$ cat config.mk
export PLATFORM = sky130hd
export DESIGN_NAME = nd_option_tlv_parser_core
export DESIGN_NICKNAME = d
export VERILOG_FILES = /design/src/rtl/ndopt_pkg.sv /design/src/rtl/ndopt_front.sv /design/src/rtl/ndopt_fifo.sv /design/src/rtl/ndopt_back.sv /design/src/rtl/nd_option_tlv_parser_core.sv
export SDC_FILE = /design/constraint.sdc
export NUM_CORES = 1
export LEC_CHECK = 0
export BUFFER_PORTS_ARGS = -buffer_cell sky130_fd_sc_hd__buf_2
export CAP_MARGIN = 20
export CORE_MARGIN = 5
export CORE_UTILIZATION = 50
export DETAILED_ROUTE_END_ITERATION = 6
export HOLD_SLACK_MARGIN = 0.02
export PLACE_DENSITY = 0.69
export SLEW_MARGIN = 20
export SYNTH_ARGS = -nofsm -noshare
export SYNTH_HDL_FRONTEND = slang
export SYNTH_SLANG_ARGS = --single-unit
$ cat constraint.sdc
create_clock -name clock -period 18.7 [get_ports clock]
set_clock_uncertainty 0.1 [all_clocks]
set_input_delay 0.935 -clock clock [delete_from_list [all_inputs] [get_ports clock]]
set_output_delay 0.935 -clock clock [all_outputs]
set_load 0.1 [all_outputs]
$ cat src/rtl/ndopt_pkg.sv
`timescale 1ns / 1ps
// ----------------------------------------------------------------------------
// ndopt_pkg: shared definitions of the neighbor-discovery option parser
// Option type codes, result status codes, the per-byte command that the
// front end hands to the back end, and the command queue depth.
// ----------------------------------------------------------------------------
package ndopt_pkg;

   // Number of link-layer address bytes captured for types 1 and 2 (6..8)
   localparam int ADDR_CAPTURE_BYTES = 8;

   // Depth of the command queue between front and back end
   localparam int CMD_FIFO_DEPTH = 4;

   // Option type codes
   localparam logic [7:0] OPT_SRC_LINK_ADDR = 8'd1;
   localparam logic [7:0] OPT_TGT_LINK_ADDR = 8'd2;
   localparam logic [7:0] OPT_PREFIX_INFO   = 8'd3;
   localparam logic [7:0] OPT_MTU           = 8'd5;

   // Option sizes that allow a full decode
   localparam logic [10:0] PREFIX_INFO_BYTES = 11'd30;
   localparam logic [10:0] MTU_BODY_BYTES    = 11'd6;

   // Prefix flag bit positions in the flags byte
   localparam int FLAG_ON_LINK_BIT = 7;
   localparam int FLAG_AUTO_BIT    = 6;

   // Result status codes
   localparam logic [2:0] STATUS_DECODED   = 3'd0;
   localparam logic [2:0] STATUS_RAW       = 3'd1;
   localparam logic [2:0] STATUS_ZERO_LEN  = 3'd2;
   localparam logic [2:0] STATUS_TRUNCATED = 3'd3;
   localparam logic [2:0] STATUS_END_ONLY  = 3'd4;

   // What the back end does with the byte of a command
   typedef enum logic [2:0] {
      ACT_NONE,
      ACT_CLEAR,
      ACT_PREFIX_LEN,
      ACT_FLAGS,
      ACT_LIFE_VALID,
      ACT_LIFE_PREF,
      ACT_SHIFT_HIGH,
      ACT_SHIFT_LOW
   } act_type;

   // Which decoded fields a result carries
   typedef enum logic [1:0] {
      SHOW_NONE,
      SHOW_LINK,
      SHOW_PREFIX,
      SHOW_MTU
   } show_type;

   // One classified byte, from front end to back end
   typedef struct packed {
      logic [7:0]  data;
      act_type     act;
      logic        emit;
      logic [2:0]  status;
      logic        end_flag;
      logic [7:0]  opt_type;
      logic [7:0]  opt_units;
      logic [10:0] pay_len;
      show_type    show;
   } cmd_type;

endpackage

$ cat src/rtl/ndopt_front.sv
`timescale 1ns / 1ps
// ----------------------------------------------------------------------------
// ndopt_front: option framing and byte classification
// Tracks type, length and body position of the current option and turns
// each accepted byte into a command for the back end.
// ----------------------------------------------------------------------------
module ndopt_front import ndopt_pkg::*; (
   input  logic        clock,
   input  logic        reset,
   input  logic        req_valid,
   output logic        req_ready,
   input  logic [7:0]  req_data_byte,
   input  logic        req_last,
   input  logic        fifo_full,
   output logic        cmd_push,
   output cmd_type     cmd
);

   typedef enum logic [3:0] {
      PH_TYPE = 4'b0001,
      PH_LEN  = 4'b0010,
      PH_BODY = 4'b0100,
      PH_STOP = 4'b1000
   } phase_type;

   phase_type   phase_ff, phase_in;
   logic [7:0]  type_ff, type_in;
   logic [7:0]  units_ff, units_in;
   logic [10:0] count_ff, count_in;

   logic        accept;
   logic [10:0] body_len;
   logic [10:0] count_next;
   logic        is_link;
   logic        dec_link, dec_prefix, dec_mtu, dec_any;
   act_type     body_act;

   assign req_ready = !fifo_full;
   assign accept    = req_valid && req_ready;
   assign cmd_push  = accept;

   // Body length in bytes and the count after this byte
   assign body_len   = {units_ff, 3'b000} - 11'd2;
   assign count_next = count_ff + 11'd1;

   assign is_link    = (type_ff == OPT_SRC_LINK_ADDR) || (type_ff == OPT_TGT_LINK_ADDR);
   assign dec_link   = is_link && (count_next == body_len);
   assign dec_prefix = (type_ff == OPT_PREFIX_INFO) && (count_next >= PREFIX_INFO_BYTES);
   assign dec_mtu    = (type_ff == OPT_MTU) && (count_next >= MTU_BODY_BYTES);
   assign dec_any    = dec_link || dec_prefix || dec_mtu;

   // Pick the field that a body byte feeds, by type and offset
   always_comb begin
      body_act = ACT_NONE;
      if (type_ff == OPT_PREFIX_INFO) begin
         if (count_ff == 11'd0) begin
            body_act = ACT_PREFIX_LEN;
         end else if (count_ff == 11'd1) begin
            body_act = ACT_FLAGS;
         end else if (count_ff >= 11'd2 && count_ff <= 11'd5) begin
            body_act = ACT_LIFE_VALID;
         end else if (count_ff >= 11'd6 && count_ff <= 11'd9) begin
            body_act = ACT_LIFE_PREF;
         end else if (count_ff >= 11'd14 && count_ff <= 11'd21) begin
            body_act = ACT_SHIFT_HIGH;
         end else if (count_ff >= 11'd22 && count_ff <= 11'd29) begin
            body_act = ACT_SHIFT_LOW;
         end
      end else if (type_ff == OPT_MTU) begin
         if (count_ff >= 11'd2 && count_ff <= 11'd5) begin
            body_act = ACT_SHIFT_LOW;
         end
      end else if (is_link) begin
         if (count_ff < 11'(ADDR_CAPTURE_BYTES)) begin
            body_act = ACT_SHIFT_HIGH;
         end
      end
   end

   // Advance the framing state and build the command
   always_comb begin
      phase_in      = phase_ff;
      type_in       = type_ff;
      units_in      = units_ff;
      count_in      = count_ff;
      cmd           = '0;
      cmd.data      = req_data_byte;
      cmd.act       = ACT_NONE;
      cmd.show      = SHOW_NONE;
      cmd.end_flag  = req_last;
      case (phase_ff)
         PH_TYPE: begin
            type_in = req_data_byte;
            if (req_last) begin
               cmd.emit     = 1'b1;
               cmd.status   = STATUS_TRUNCATED;
               cmd.opt_type = req_data_byte;
               phase_in     = PH_TYPE;
            end else begin
               phase_in = PH_LEN;
            end
         end
         PH_LEN: begin
            units_in = req_data_byte;
            count_in = '0;
            cmd.act  = ACT_CLEAR;
            if (req_data_byte == 8'd0) begin
               cmd.emit     = 1'b1;
               cmd.status   = STATUS_ZERO_LEN;
               cmd.opt_type = type_ff;
               phase_in     = req_last ? PH_TYPE : PH_STOP;
            end else if (req_last) begin
               cmd.emit      = 1'b1;
               cmd.status    = STATUS_RAW;
               cmd.opt_type  = type_ff;
               cmd.opt_units = req_data_byte;
               phase_in      = PH_TYPE;
            end else begin
               phase_in = PH_BODY;
            end
         end
         PH_BODY: begin
            count_in = count_next;
            cmd.act  = body_act;
            if (req_last || (count_next == body_len)) begin
               cmd.emit      = 1'b1;
               cmd.opt_type  = type_ff;
               cmd.opt_units = units_ff;
               phase_in      = PH_TYPE;
               if (dec_any) begin
                  cmd.status = STATUS_DECODED;
                  if (dec_prefix) begin
                     cmd.show = SHOW_PREFIX;
                  end else if (dec_mtu) begin
                     cmd.show = SHOW_MTU;
                  end else begin
                     cmd.show = SHOW_LINK;
                  end
               end else begin
                  cmd.status  = STATUS_RAW;
                  cmd.pay_len = count_next;
               end
            end
         end
         PH_STOP: begin
            if (req_last) begin
               cmd.emit   = 1'b1;
               cmd.status = STATUS_END_ONLY;
               phase_in   = PH_TYPE;
            end
         end
         default: begin
            phase_in = PH_TYPE;
         end
      endcase
   end

   // Hold state between transactions
   always_ff @(posedge clock) begin
      if (reset) begin
         phase_ff <= PH_TYPE;
         type_ff  <= '0;
         units_ff <= '0;
         count_ff <= '0;
      end else if (accept) begin
         phase_ff <= phase_in;
         type_ff  <= type_in;
         units_ff <= units_in;
         count_ff <= count_in;
      end
   end

   // The last byte of the area always restarts parsing at a type byte
   a_last_restarts: assert property (@(posedge clock) disable iff (reset)
      (accept && req_last) |=> (phase_ff == PH_TYPE))
      else $error("parsing did not restart after the last byte");

endmodule

$ cat src/rtl/ndopt_fifo.sv
`timescale 1ns / 1ps
// ----------------------------------------------------------------------------
// ndopt_fifo: command queue between front and back end
// A few entries of classified bytes so that each side can stall on its own.
// ----------------------------------------------------------------------------
module ndopt_fifo import ndopt_pkg::*; (
   input  logic    clock,
   input  logic    reset,
   input  logic    push,
   input  cmd_type push_cmd,
   output logic    full,
   input  logic    pop,
   output cmd_type pop_cmd,
   output logic    not_empty
);

   localparam int PTR_W = (CMD_FIFO_DEPTH > 1) ? $clog2(CMD_FIFO_DEPTH) : 1;
   localparam int CNT_W = $clog2(CMD_FIFO_DEPTH + 1);
   localparam logic [PTR_W-1:0] LAST_PTR = PTR_W'(CMD_FIFO_DEPTH - 1);

   cmd_type           entry_ff [CMD_FIFO_DEPTH];
   logic [PTR_W-1:0]  wr_ptr_ff, wr_ptr_in;
   logic [PTR_W-1:0]  rd_ptr_ff, rd_ptr_in;
   logic [CNT_W-1:0]  count_ff, count_in;

   assign full      = (count_ff == CNT_W'(CMD_FIFO_DEPTH));
   assign not_empty = (count_ff != '0);
   assign pop_cmd   = entry_ff[rd_ptr_ff];

   // Advance pointers and occupancy
   always_comb begin
      wr_ptr_in = wr_ptr_ff;
      rd_ptr_in = rd_ptr_ff;
      count_in  = count_ff;
      if (push) begin
         wr_ptr_in = (wr_ptr_ff == LAST_PTR) ? '0 : wr_ptr_ff + 1'b1;
      end
      if (pop) begin
         rd_ptr_in = (rd_ptr_ff == LAST_PTR) ? '0 : rd_ptr_ff + 1'b1;
      end
      if (push && !pop) begin
         count_in = count_ff + 1'b1;
      end else if (pop && !push) begin
         count_in = count_ff - 1'b1;
      end
   end

   always_ff @(posedge clock) begin
      if (reset) begin
         wr_ptr_ff <= '0;
         rd_ptr_ff <= '0;
         count_ff  <= '0;
      end else begin
         wr_ptr_ff <= wr_ptr_in;
         rd_ptr_ff <= rd_ptr_in;
         count_ff  <= count_in;
      end
   end

   // Store the pushed command
   always_ff @(posedge clock) begin
      if (push) begin
         entry_ff[wr_ptr_ff] <= push_cmd;
      end
   end

   a_no_overflow: assert property (@(posedge clock) disable iff (reset)
      push |-> (!full || pop))
      else $error("command queue overflow");

   a_no_underflow: assert property (@(posedge clock) disable iff (reset)
      pop |-> not_empty)
      else $error("command queue underflow");

endmodule

$ cat src/rtl/ndopt_back.sv
`timescale 1ns / 1ps
// ----------------------------------------------------------------------------
// ndopt_back: field assembly and result register
// Applies each command to the decode registers and loads the result
// register when a command finishes an option.
// ----------------------------------------------------------------------------
module ndopt_back import ndopt_pkg::*; (
   input  logic        clock,
   input  logic        reset,
   input  logic        cmd_valid,
   input  cmd_type     cmd,
   output logic        cmd_pop,
   output logic        rsp_valid,
   input  logic        rsp_ready,
   output logic [2:0]  rsp_status,
   output logic [7:0]  rsp_option_type,
   output logic [7:0]  rsp_option_units,
   output logic [7:0]  rsp_prefix_length,
   output logic [1:0]  rsp_prefix_flags,
   output logic [31:0] rsp_valid_lifetime,
   output logic [31:0] rsp_preferred_lifetime,
   output logic [63:0] rsp_word_high,
   output logic [63:0] rsp_word_low,
   output logic [10:0] rsp_payload_length,
   output logic        rsp_end_of_area
);

   logic [63:0] high_ff, high_in;
   logic [63:0] low_ff, low_in;
   logic [31:0] life_v_ff, life_v_in;
   logic [31:0] life_p_ff, life_p_in;
   logic [7:0]  plen_ff, plen_in;
   logic [1:0]  flags_ff, flags_in;

   logic        rsp_valid_ff;
   logic [2:0]  status_ff;
   logic [7:0]  opt_type_ff, opt_units_ff, plen_out_ff;
   logic [1:0]  flags_out_ff;
   logic [31:0] life_v_out_ff, life_p_out_ff;
   logic [63:0] high_out_ff, low_out_ff;
   logic [10:0] pay_len_ff;
   logic        end_ff;

   logic        load;

   // Drain non-result commands freely; result commands need a free register
   assign cmd_pop = cmd_valid && (!cmd.emit || !rsp_valid_ff || rsp_ready);
   assign load    = cmd_pop && cmd.emit;

   // Apply the command byte to the decode registers
   always_comb begin
      high_in   = high_ff;
      low_in    = low_ff;
      life_v_in = life_v_ff;
      life_p_in = life_p_ff;
      plen_in   = plen_ff;
      flags_in  = flags_ff;
      case (cmd.act)
         ACT_NONE: begin
         end
         ACT_CLEAR: begin
            high_in   = '0;
            low_in    = '0;
            life_v_in = '0;
            life_p_in = '0;
            plen_in   = '0;
            flags_in  = '0;
         end
         ACT_PREFIX_LEN: plen_in = cmd.data;
         ACT_FLAGS: begin
            flags_in = {cmd.data[FLAG_ON_LINK_BIT], cmd.data[FLAG_AUTO_BIT]};
         end
         ACT_LIFE_VALID: life_v_in = {life_v_ff[23:0], cmd.data};
         ACT_LIFE_PREF:  life_p_in = {life_p_ff[23:0], cmd.data};
         ACT_SHIFT_HIGH: high_in   = {high_ff[55:0], cmd.data};
         ACT_SHIFT_LOW:  low_in    = {low_ff[55:0], cmd.data};
         default: begin
         end
      endcase
   end

   always_ff @(posedge clock) begin
      if (cmd_pop) begin
         high_ff   <= high_in;
         low_ff    <= low_in;
         life_v_ff <= life_v_in;
         life_p_ff <= life_p_in;
         plen_ff   <= plen_in;
         flags_ff  <= flags_in;
      end
   end

   // Hold the result until it is taken
   always_ff @(posedge clock) begin
      if (reset) begin
         rsp_valid_ff <= 1'b0;
      end else if (load) begin
         rsp_valid_ff <= 1'b1;
      end else if (rsp_ready) begin
         rsp_valid_ff <= 1'b0;
      end
   end

   // Load the result payload, with fields that the status does not use at zero
   always_ff @(posedge clock) begin
      if (load) begin
         status_ff     <= cmd.status;
         opt_type_ff   <= cmd.opt_type;
         opt_units_ff  <= cmd.opt_units;
         pay_len_ff    <= cmd.pay_len;
         end_ff        <= cmd.end_flag;
         plen_out_ff   <= '0;
         flags_out_ff  <= '0;
         life_v_out_ff <= '0;
         life_p_out_ff <= '0;
         high_out_ff   <= '0;
         low_out_ff    <= '0;
         case (cmd.show)
            SHOW_NONE: begin
            end
            SHOW_LINK: high_out_ff <= high_in;
            SHOW_PREFIX: begin
               plen_out_ff   <= plen_in;
               flags_out_ff  <= flags_in;
               life_v_out_ff <= life_v_in;
               life_p_out_ff <= life_p_in;
               high_out_ff   <= high_in;
               low_out_ff    <= low_in;
            end
            SHOW_MTU: low_out_ff <= {32'd0, low_in[31:0]};
            default: begin
            end
         endcase
      end
   end

   assign rsp_valid              = rsp_valid_ff;
   assign rsp_status             = status_ff;
   assign rsp_option_type        = opt_type_ff;
   assign rsp_option_units       = opt_units_ff;
   assign rsp_prefix_length      = plen_out_ff;
   assign rsp_prefix_flags       = flags_out_ff;
   assign rsp_valid_lifetime     = life_v_out_ff;
   assign rsp_preferred_lifetime = life_p_out_ff;
   assign rsp_word_high          = high_out_ff;
   assign rsp_word_low           = low_out_ff;
   assign rsp_payload_length     = pay_len_ff;
   assign rsp_end_of_area        = end_ff;

   // A stalled result is never overwritten by a new one
   a_no_overwrite: assert property (@(posedge clock) disable iff (reset)
      (rsp_valid_ff && !rsp_ready && cmd_pop) |-> !cmd.emit)
      else $error("pending result overwritten");

   // Decoded fields go out only with a decoded status
   a_show_decoded: assert property (@(posedge clock) disable iff (reset)
      (load && (cmd.show != SHOW_NONE)) |-> (cmd.status == STATUS_DECODED))
      else $error("decoded fields on a non-decoded result");

endmodule

$ cat src/rtl/nd_option_tlv_parser_core.sv
`timescale 1ns / 1ps
// ----------------------------------------------------------------------------
// nd_option_tlv_parser_core: ICMPv6 neighbor-discovery option parser
// Byte-wide parser of the options area with one result per finished option.
// ----------------------------------------------------------------------------
// The block takes one byte of the options area per cycle while the command
// queue is not full, and gives at most one result per byte. An accepted byte
// is classified by the framing front end into a four-entry command queue; the
// back end pops it, applies it to the field registers and, where it finishes
// an option, loads the result register, which then goes valid. The rate is
// set by the framing update of the front end; while the result register
// waits on rsp_ready, bytes that finish no option keep draining, and
// req_ready drops only once the command queue is full.
// Prefix information is decoded only when all 30 of its bytes arrive;
// types 1 and 2 give the first eight link-address bytes, type 5 the MTU.
// ----------------------------------------------------------------------------
module nd_option_tlv_parser_core import ndopt_pkg::*; (
   input  logic        clock,
   input  logic        reset,
   input  logic        req_valid,
   output logic        req_ready,
   input  logic [7:0]  req_data_byte,
   input  logic        req_last,
   output logic        rsp_valid,
   input  logic        rsp_ready,
   output logic [2:0]  rsp_status,
   output logic [7:0]  rsp_option_type,
   output logic [7:0]  rsp_option_units,
   output logic [7:0]  rsp_prefix_length,
   output logic [1:0]  rsp_prefix_flags,
   output logic [31:0] rsp_valid_lifetime,
   output logic [31:0] rsp_preferred_lifetime,
   output logic [63:0] rsp_word_high,
   output logic [63:0] rsp_word_low,
   output logic [10:0] rsp_payload_length,
   output logic        rsp_end_of_area
);

   cmd_type push_cmd, pop_cmd;
   logic    push, pop, full, not_empty;

   // Frame and classify incoming bytes
   ndopt_front u_front (
      .clock         (clock),
      .reset         (reset),
      .req_valid     (req_valid),
      .req_ready     (req_ready),
      .req_data_byte (req_data_byte),
      .req_last      (req_last),
      .fifo_full     (full),
      .cmd_push      (push),
      .cmd           (push_cmd)
   );

   // Decouple front and back end
   ndopt_fifo u_fifo (
      .clock     (clock),
      .reset     (reset),
      .push      (push),
      .push_cmd  (push_cmd),
      .full      (full),
      .pop       (pop),
      .pop_cmd   (pop_cmd),
      .not_empty (not_empty)
   );

   // Assemble fields and deliver results
   ndopt_back u_back (
      .clock                  (clock),
      .reset                  (reset),
      .cmd_valid              (not_empty),
      .cmd                    (pop_cmd),
      .cmd_pop                (pop),
      .rsp_valid              (rsp_valid),
      .rsp_ready              (rsp_ready),
      .rsp_status             (rsp_status),
      .rsp_option_type        (rsp_option_type),
      .rsp_option_units       (rsp_option_units),
      .rsp_prefix_length      (rsp_prefix_length),
      .rsp_prefix_flags       (rsp_prefix_flags),
      .rsp_valid_lifetime     (rsp_valid_lifetime),
      .rsp_preferred_lifetime (rsp_preferred_lifetime),
      .rsp_word_high          (rsp_word_high),
      .rsp_word_low           (rsp_word_low),
      .rsp_payload_length     (rsp_payload_length),
      .rsp_end_of_area        (rsp_end_of_area)
   );

endmodule
==> results of run 1 <==
==> per-layer routing <==
layer	wire length (µm)	GRT usage (%)
met5	0	0
met4	875	4.93
met3	3420	3.39
met2	27400	30.3
met1	24100	27.0
==> worst max path at each step <==
stage	start	endpoint
floorplan	rsp_ready	u_back.rsp_end_of_area$_DFFE_PP_
global placement	rsp_ready	u_back.rsp_preferred_lifetime[25]$_SDFFCE_PP0P_
detailed placement	rsp_ready	u_back.rsp_preferred_lifetime[25]$_SDFFCE_PP0P_
CTS	flip-flop	u_back.rsp_preferred_lifetime[25]$_SDFFCE_PP0P_
global route	flip-flop	u_back.rsp_word_low[9]$_DFFE_PP_
finish	u_fifo.entry_ff[2][33]$_DFFE_PP_	u_back.rsp_word_low[25]$_DFFE_PP_
==> cells in the mapped netlist (all sizes together), types with 3 or more instances <==
master,number
o21ai,62
mux4,45
a21o,4
nand3,25
nand2b,6
xnor2,14
ha,13
and2,111
o21a,12
and3,9
buf,44
xor2,5
a22oi,3
nor4b,4
nor2,40
nor4,18
o211ai,3
xnor3,3
nor3,18
nand2,114
clkbuf,66
inv,14
dfxtp,41
a21oi,37
nor3b,5
edfxtp,615
a22o,182
nor2b,89
==> cells by family (layout without fill, tap and decap cells) <==
logic type	after synthesis	in the layout
flops	656	656
mux	47	47
compound gates	324	324
xor+xnor	23	23
buf+inv	124	403
simple gates	454	454
fa+ha+maj	14	14
==> flip-flops by register name (all words and copies together) (netlist names), 11 cells and up, named ones only <==
name and count:
u_front.count_ff 11, u_fifo.entry_ff 180, u_back.rsp_payload_length 11, u_back.rsp_preferred_lifetime 32
u_back.low_ff 64, u_back.rsp_valid_lifetime 32, u_back.life_p_ff 32, u_back.rsp_word_high 64
u_back.high_ff 64, u_back.rsp_word_low 64, u_back.life_v_ff 32
==> worst min-delay path, delay by kind of cell (launching register included) <==
kind	cells	cell delay, ns
AND/OR/NAND/NOR	1	0.06
AO/OA/AOI/OAI	1	0.05
flip-flops	1	0.32
==> area by class of cell <==
type / count / area [µm²] / share of cell area (%)
well taps: 688 / 861 / 2.83
repair buffers: 269 / 1420 / 4.67
multi-input cells: 862 / 6570 / 21.6
inverters: 14 / 52.6 / 0.173
flip-flops and latches: 656 / 19300 / 63.4
clock inverters: 31 / 352 / 1.16
clock buffers: 89 / 1870 / 6.16
==> metrics by stage <==
| stage | instance area [µm²] | cells |
|---|---|---|
| 2_1_floorplan | 26400 | 1642 |
| 3_3_place_gp | 28200 | 2488 |
| 3_5_place_dp | 28200 | 2488 |
| 4_1_cts | 30400 | 2608 |
| 5_1_grt | 30400 | 2609 |
| 6_report | 30400 | 2609 |
==> out/qor.csv, run 1 <==
stage,metric,value,unit
timing,worst_slack,14.10,ns
layout,diodes,0,
timing,hold_ws,0.377,ns
grt,antenna_found_initial,0,
layout,n_fill_cell,4042,
critical_path,reg2reg_to,u_back.rsp_word_low[25]$_DFFE_PP_,
layout,drive_gt1_share,23.6,%
clock_network,cts_tree,built,
yosys,async_flop_share,0,%
critical_path,startpoint_type,flip-flop,
clock_network,root_buffer,clkbuf_16,
yosys,syn_nets,1669,
clock_network,ctsResizeCount,0,
yosys,synth_top_area_cell,edfxtp_1,
yosys,synth_fa_ha_area_share,0.693,%
run_status,outcome,"finished, final reports clean",
route,ant_nets,0,
route,wl_per_cell,21.4,µm
grt,grt_pass1_vias,14320,
clock_network,cts_max_level,3,
worst_hold_path,holdPathStages,2,
yosys,yosysTopAreaCellShare,70.1,%
yosys,synth_top_family_by_area,simple AND/OR/NAND/NOR gates,
yosys,syn_avg_cell_area,16.0,µm²
critical_path,cp_top_family,buffers and inverters,
clock_network,clock-sinks,656,
yosys,synth_edf_count,615,
floorplanning,die_x,240,µm
critical_path,reg2reg_from,u_fifo.entry_ff[2][33]$_DFFE_PP_,
clock_network,clockBufferDepth,3,
critical_path,crit_slowest_cell,buf_4,
clock_network,holdBufCountCts,0,
grt,grt_pass1_wl,84500,µm
place,place.gp.congestion,0.817,
yosys,synth_area_leaders,"edfxtp_1, a22o_1, mux4_2",
route,drc_errors,0,
worst_hold_path,min_to,u_front.type_ff[5]$_SDFFE_PP0P_,
timing,period_needed,4.60,ns
route,drt-initial-drc-count,1566,
yosys,synthXorXnorAreaFrac,0.983,%
timing,rsz0062_at_grt,false,
yosys,ys_ff_latch,656,
place,dp_hpwl,34200,µm
timing,finalCritPeriodShare,24.6,%
place,place_ws,13.71,ns
grt,grt.total_usage,18.8,%
layout,areaGrowthSynthToFinish,15.5,%
critical_path,slowest_delay,0.83,ns
yosys,synth_compound_area_share,9.43,%
floorplanning,pin_count,248,
timing,finalMaxSlewViolations,0,
critical_path,rrSetupSlack,14.10,ns
clock_network,cts_setup_buffers,0,
timing,fin_tns_setup,0,ns
critical_path,cp-end-kind,flip-flop,
grt,grt_max_degree,117,
place,io_buffers,247,
route,drt-vias-per-instance,5.71,
grt,grt-ovfl-total,0,
critical_path,arrival,4.70,ns
critical_path,cp.required,18.81,ns
critical_path,r2r.worst_path.cells,6,
yosys,postSynthCellCount,1642,
floorplanning,die-height,240,µm
yosys,ys_seq_area_share,73.2,%
yosys,synthMuxAreaShare,3.92,%
worst_hold_path,min-delay-path-class,flip-flop to flip-flop,
critical_path,crit_fanout,69,
timing,hold_viol,0,
yosys,synth_area,26400,µm²
floorplanning,start_util,50.3,%
critical_path,cp_num_cells,6,
timing,setup_violations,0,
route,vias,14886,
timing,relSlewSlack,31.9,%
clock_network,cts_made_buffers,67,
layout,nNetsFinal,1897,
layout,final_common_cell,edfxtp_1,
floorplanning,die_area,57400,µm²
yosys,ys_types,75,
yosys,ys_warn_count,0,
timing,max_freq,218,MHz
critical_path,path_class,flip-flop to flip-flop,
floorplanning,placementRows,84,
flow_run,cap_violations,0,
floorplanning,fp.coreArea,52300,µm²
layout,utilization,58.1,%
worst_hold_path,min-delay-start,u_front.type_ff[5]$_SDFFE_PP0P_,
timing,tightestPinTransition,1.02,ns
critical_path,cpMostUsedCell,buf_4,
clock_network,clkTransAtPathRegs,0.06,ns
critical_path,crit_buf_inv,3,
route,drtPass1Iterations,5,
critical_path,path_cells,mux4_2 -> a21oi_4 -> buf_4 -> and2_4 -> buf_4 -> buf_4,
yosys,synthFlopType,edfxtp_1,
route,finalWirelength,55800,µm
clock_network,insertion_delay,0.59,ns
yosys,yosys.area_share.simple,9.71,%
layout,mostFrequentLayoutCells,"edfxtp_1, buf_2, a22o_1",
Power of run 1 is left out: the tool's default activity adds up to more than one toggle a clock period on the data nets, which glitch-free logic cannot reach.
==> run 2: changes to the inputs <==
--- a/config.mk
+++ b/config.mk
@@ -11,7 +11,7 @@
 export CORE_UTILIZATION = 50
 export DETAILED_ROUTE_END_ITERATION = 6
 export HOLD_SLACK_MARGIN = 0.02
-export PLACE_DENSITY = 0.69
+export PLACE_DENSITY = 0.66
 export SLEW_MARGIN = 20
 export SYNTH_ARGS = -nofsm -noshare
 export SYNTH_HDL_FRONTEND = slang
==> constraint.sdc (replaced) <==
create_clock -name clock -period 4.7 [get_ports clock]
set_clock_uncertainty 0.1 [all_clocks]
set_input_delay 0.235 -clock clock [delete_from_list [all_inputs] [get_ports clock]]
set_output_delay 0.235 -clock clock [all_outputs]
set_load 0.1 [all_outputs]
==> out/qor.csv, run 2 (synthesis results as in run 1) <==
stage,metric,value,unit
route,vias,14917,
layout,n_fill_cell,4072,
clock_network,clkTransAtPathRegs,0.06,ns
critical_path,path_class,flip-flop to flip-flop,
floorplanning,die_x,240,µm
timing,relSlewSlack,38.1,%
grt,grt-ovfl-total,0,
timing,tightestPinTransition,0.928,ns
place,place.gp.congestion,0.841,
critical_path,cp.required,4.89,ns
floorplanning,die_area,57400,µm²
route,drt-initial-drc-count,1414,
grt,grt_pass1_vias,14351,
grt,antenna_found_initial,0,
floorplanning,start_util,50.3,%
critical_path,r2r.worst_path.cells,8,
layout,final_common_cell,edfxtp_1,
place,io_buffers,247,
critical_path,crit_fanout,14,
layout,nNetsFinal,1914,
grt,grt_max_degree,203,
timing,finalCritPeriodShare,77.2,%
timing,hold_viol,0,
clock_network,cts_setup_buffers,0,
critical_path,reg2reg_from,u_front.count_ff[1]$_SDFFE_PP0P_,
layout,utilization,58.3,%
critical_path,slowest_delay,0.63,ns
timing,rsz0062_at_grt,false,
clock_network,ctsResizeCount,0,
layout,largest_reg_flops,180,
layout,drive_gt1_share,23.5,%
clock_network,holdBufCountCts,10,
layout,areaGrowthSynthToFinish,15.8,%
floorplanning,pin_count,248,
clock_network,cts_tree,built,
route,drtPass1Iterations,6,
route,ant_nets,0,
critical_path,path_cells,ha_1 -> and3_1 -> nand3_1 -> a2111oi_0 -> o2111ai_1 -> o21ai_1 -> o21ai_2 -> nor4b_1,
layout,diodes,0,
worst_hold_path,min-delay-path-class,input port to flip-flop,
worst_hold_path,holdPathStages,4,
floorplanning,die-height,240,µm
layout,top_register,u_fifo.entry_ff,
route,drc_errors,0,
clock_network,cts_made_buffers,69,
run_status,outcome,"finished, final reports clean",
place,place_ws,1.08,ns
clock_network,clock-sinks,656,
critical_path,reg2reg_to,u_fifo.entry_ff[3][3]$_DFFE_PP_,
route,drt-vias-per-instance,5.68,
clock_network,root_buffer,clkbuf_16,
layout,mostFrequentLayoutCells,"edfxtp_1, buf_2, a22o_1",
worst_hold_path,min_to,u_fifo.wr_ptr_ff[1]$_SDFFE_PP0P_,
timing,worst_slack,1.07,ns
critical_path,cp-end-kind,flip-flop,
critical_path,arrival,3.82,ns
critical_path,startpoint_type,flip-flop,
floorplanning,fp.coreArea,52300,µm²
timing,period_needed,3.63,ns
route,finalWirelength,56400,µm
timing,finalMaxSlewViolations,0,
grt,grt_pass1_wl,86300,µm
flow_run,cap_violations,0,
worst_hold_path,min-delay-start,req_valid,
critical_path,rrSetupSlack,1.07,ns
floorplanning,placementRows,84,
clock_network,insertion_delay,0.59,ns
place,dp_hpwl,34900,µm
clock_network,cts_max_level,3,
timing,max_freq,276,MHz
route,wl_per_cell,21.5,µm
timing,setup_violations,0,
grt,grt.total_usage,19.3,%
critical_path,crit_slowest_cell,dfxtp_1,
clock_network,clockBufferDepth,3,
run 2: changes by cell type in the layout (fill, tap and decap cells not counted), sizes merged:
cell | previous run | this run
inv | 15 | 16
dlygate4sd3 | 0 | 10
clkinv | 22 | 26
bufinv | 8 | 4
clkbuf | 89 | 88
buf | 269 | 274
clkinvlp | 0 | 1
run 2: how the worst max path moves through the flow:
stage               slack (ns)                        startpoint                                to
floorplan                -3.41                         flip-flop  u_back.rsp_end_of_area$_DFFE_PP_
global placement          0.97  u_front.count_ff[1]$_SDFFE_PP0P_   u_fifo.entry_ff[0][3]$_DFFE_PP_
detailed placement        1.08  u_front.count_ff[1]$_SDFFE_PP0P_   u_fifo.entry_ff[3][8]$_DFFE_PP_
CTS                       1.07  u_front.count_ff[1]$_SDFFE_PP0P_   u_fifo.entry_ff[0][8]$_DFFE_PP_
global route              0.82  u_front.count_ff[1]$_SDFFE_PP0P_   u_fifo.entry_ff[0][3]$_DFFE_PP_
finish                    1.07  u_front.count_ff[1]$_SDFFE_PP0P_   u_fifo.entry_ff[3][3]$_DFFE_PP_
run 2: per-layer routing:
| layer | vias to the layer above | global-route usage (%) | share of wire, % | wire length [µm] |
|---|---|---|---|---|
| li1 | 6843 | - | - | - |
| met2 | 491 | 30.6 | 49 | 27400 |
| met5 | - | 0 | 0 | 0 |
| met1 | 7507 | 28.3 | 44 | 24600 |
| met3 | 76 | 2.89 | 5.8 | 3290 |
| met4 | 0 | 5.20 | 1.8 | 1040 |
run 2: worst max-delay path: cells and delay by family, from the launching register on:
kind	cells	cell delay [ns]
AO/OA/AOI/OAI	4	1.17
AND/OR/NAND/NOR	3	1.03
flip-flops	1	0.63
adder cells (fa/ha/maj)	1	0.41
run 2: metrics by stage:
stage / hold WS, ns / setup TNS [ns] / area (µm²) / instances
floorplan: 0.234 / -844.48 / 26400 / 1642
global placement: 0.356 / 0 / 28300 / 2492
detailed placement: 0.368 / 0 / 28300 / 2492
CTS: 0.0936 / 0 / 30500 / 2623
global route: 0.169 / 0 / 30500 / 2625
finish: 0.121 / 0 / 30500 / 2625
run 2: area by class of cell:
type / instances / area (µm²) / share of cell area (%)
Sequential cell: 656 / 19300 / 63.2
Clock buffer: 88 / 1840 / 6.03
Clock inverter: 33 / 258 / 0.845
Timing Repair Buffer: 284 / 1630 / 5.34
Inverter: 14 / 52.6 / 0.172
Tap cell: 688 / 861 / 2.82
Multi-Input combinational cell: 862 / 6580 / 21.6
Power of run 2 is left out for the same reason.
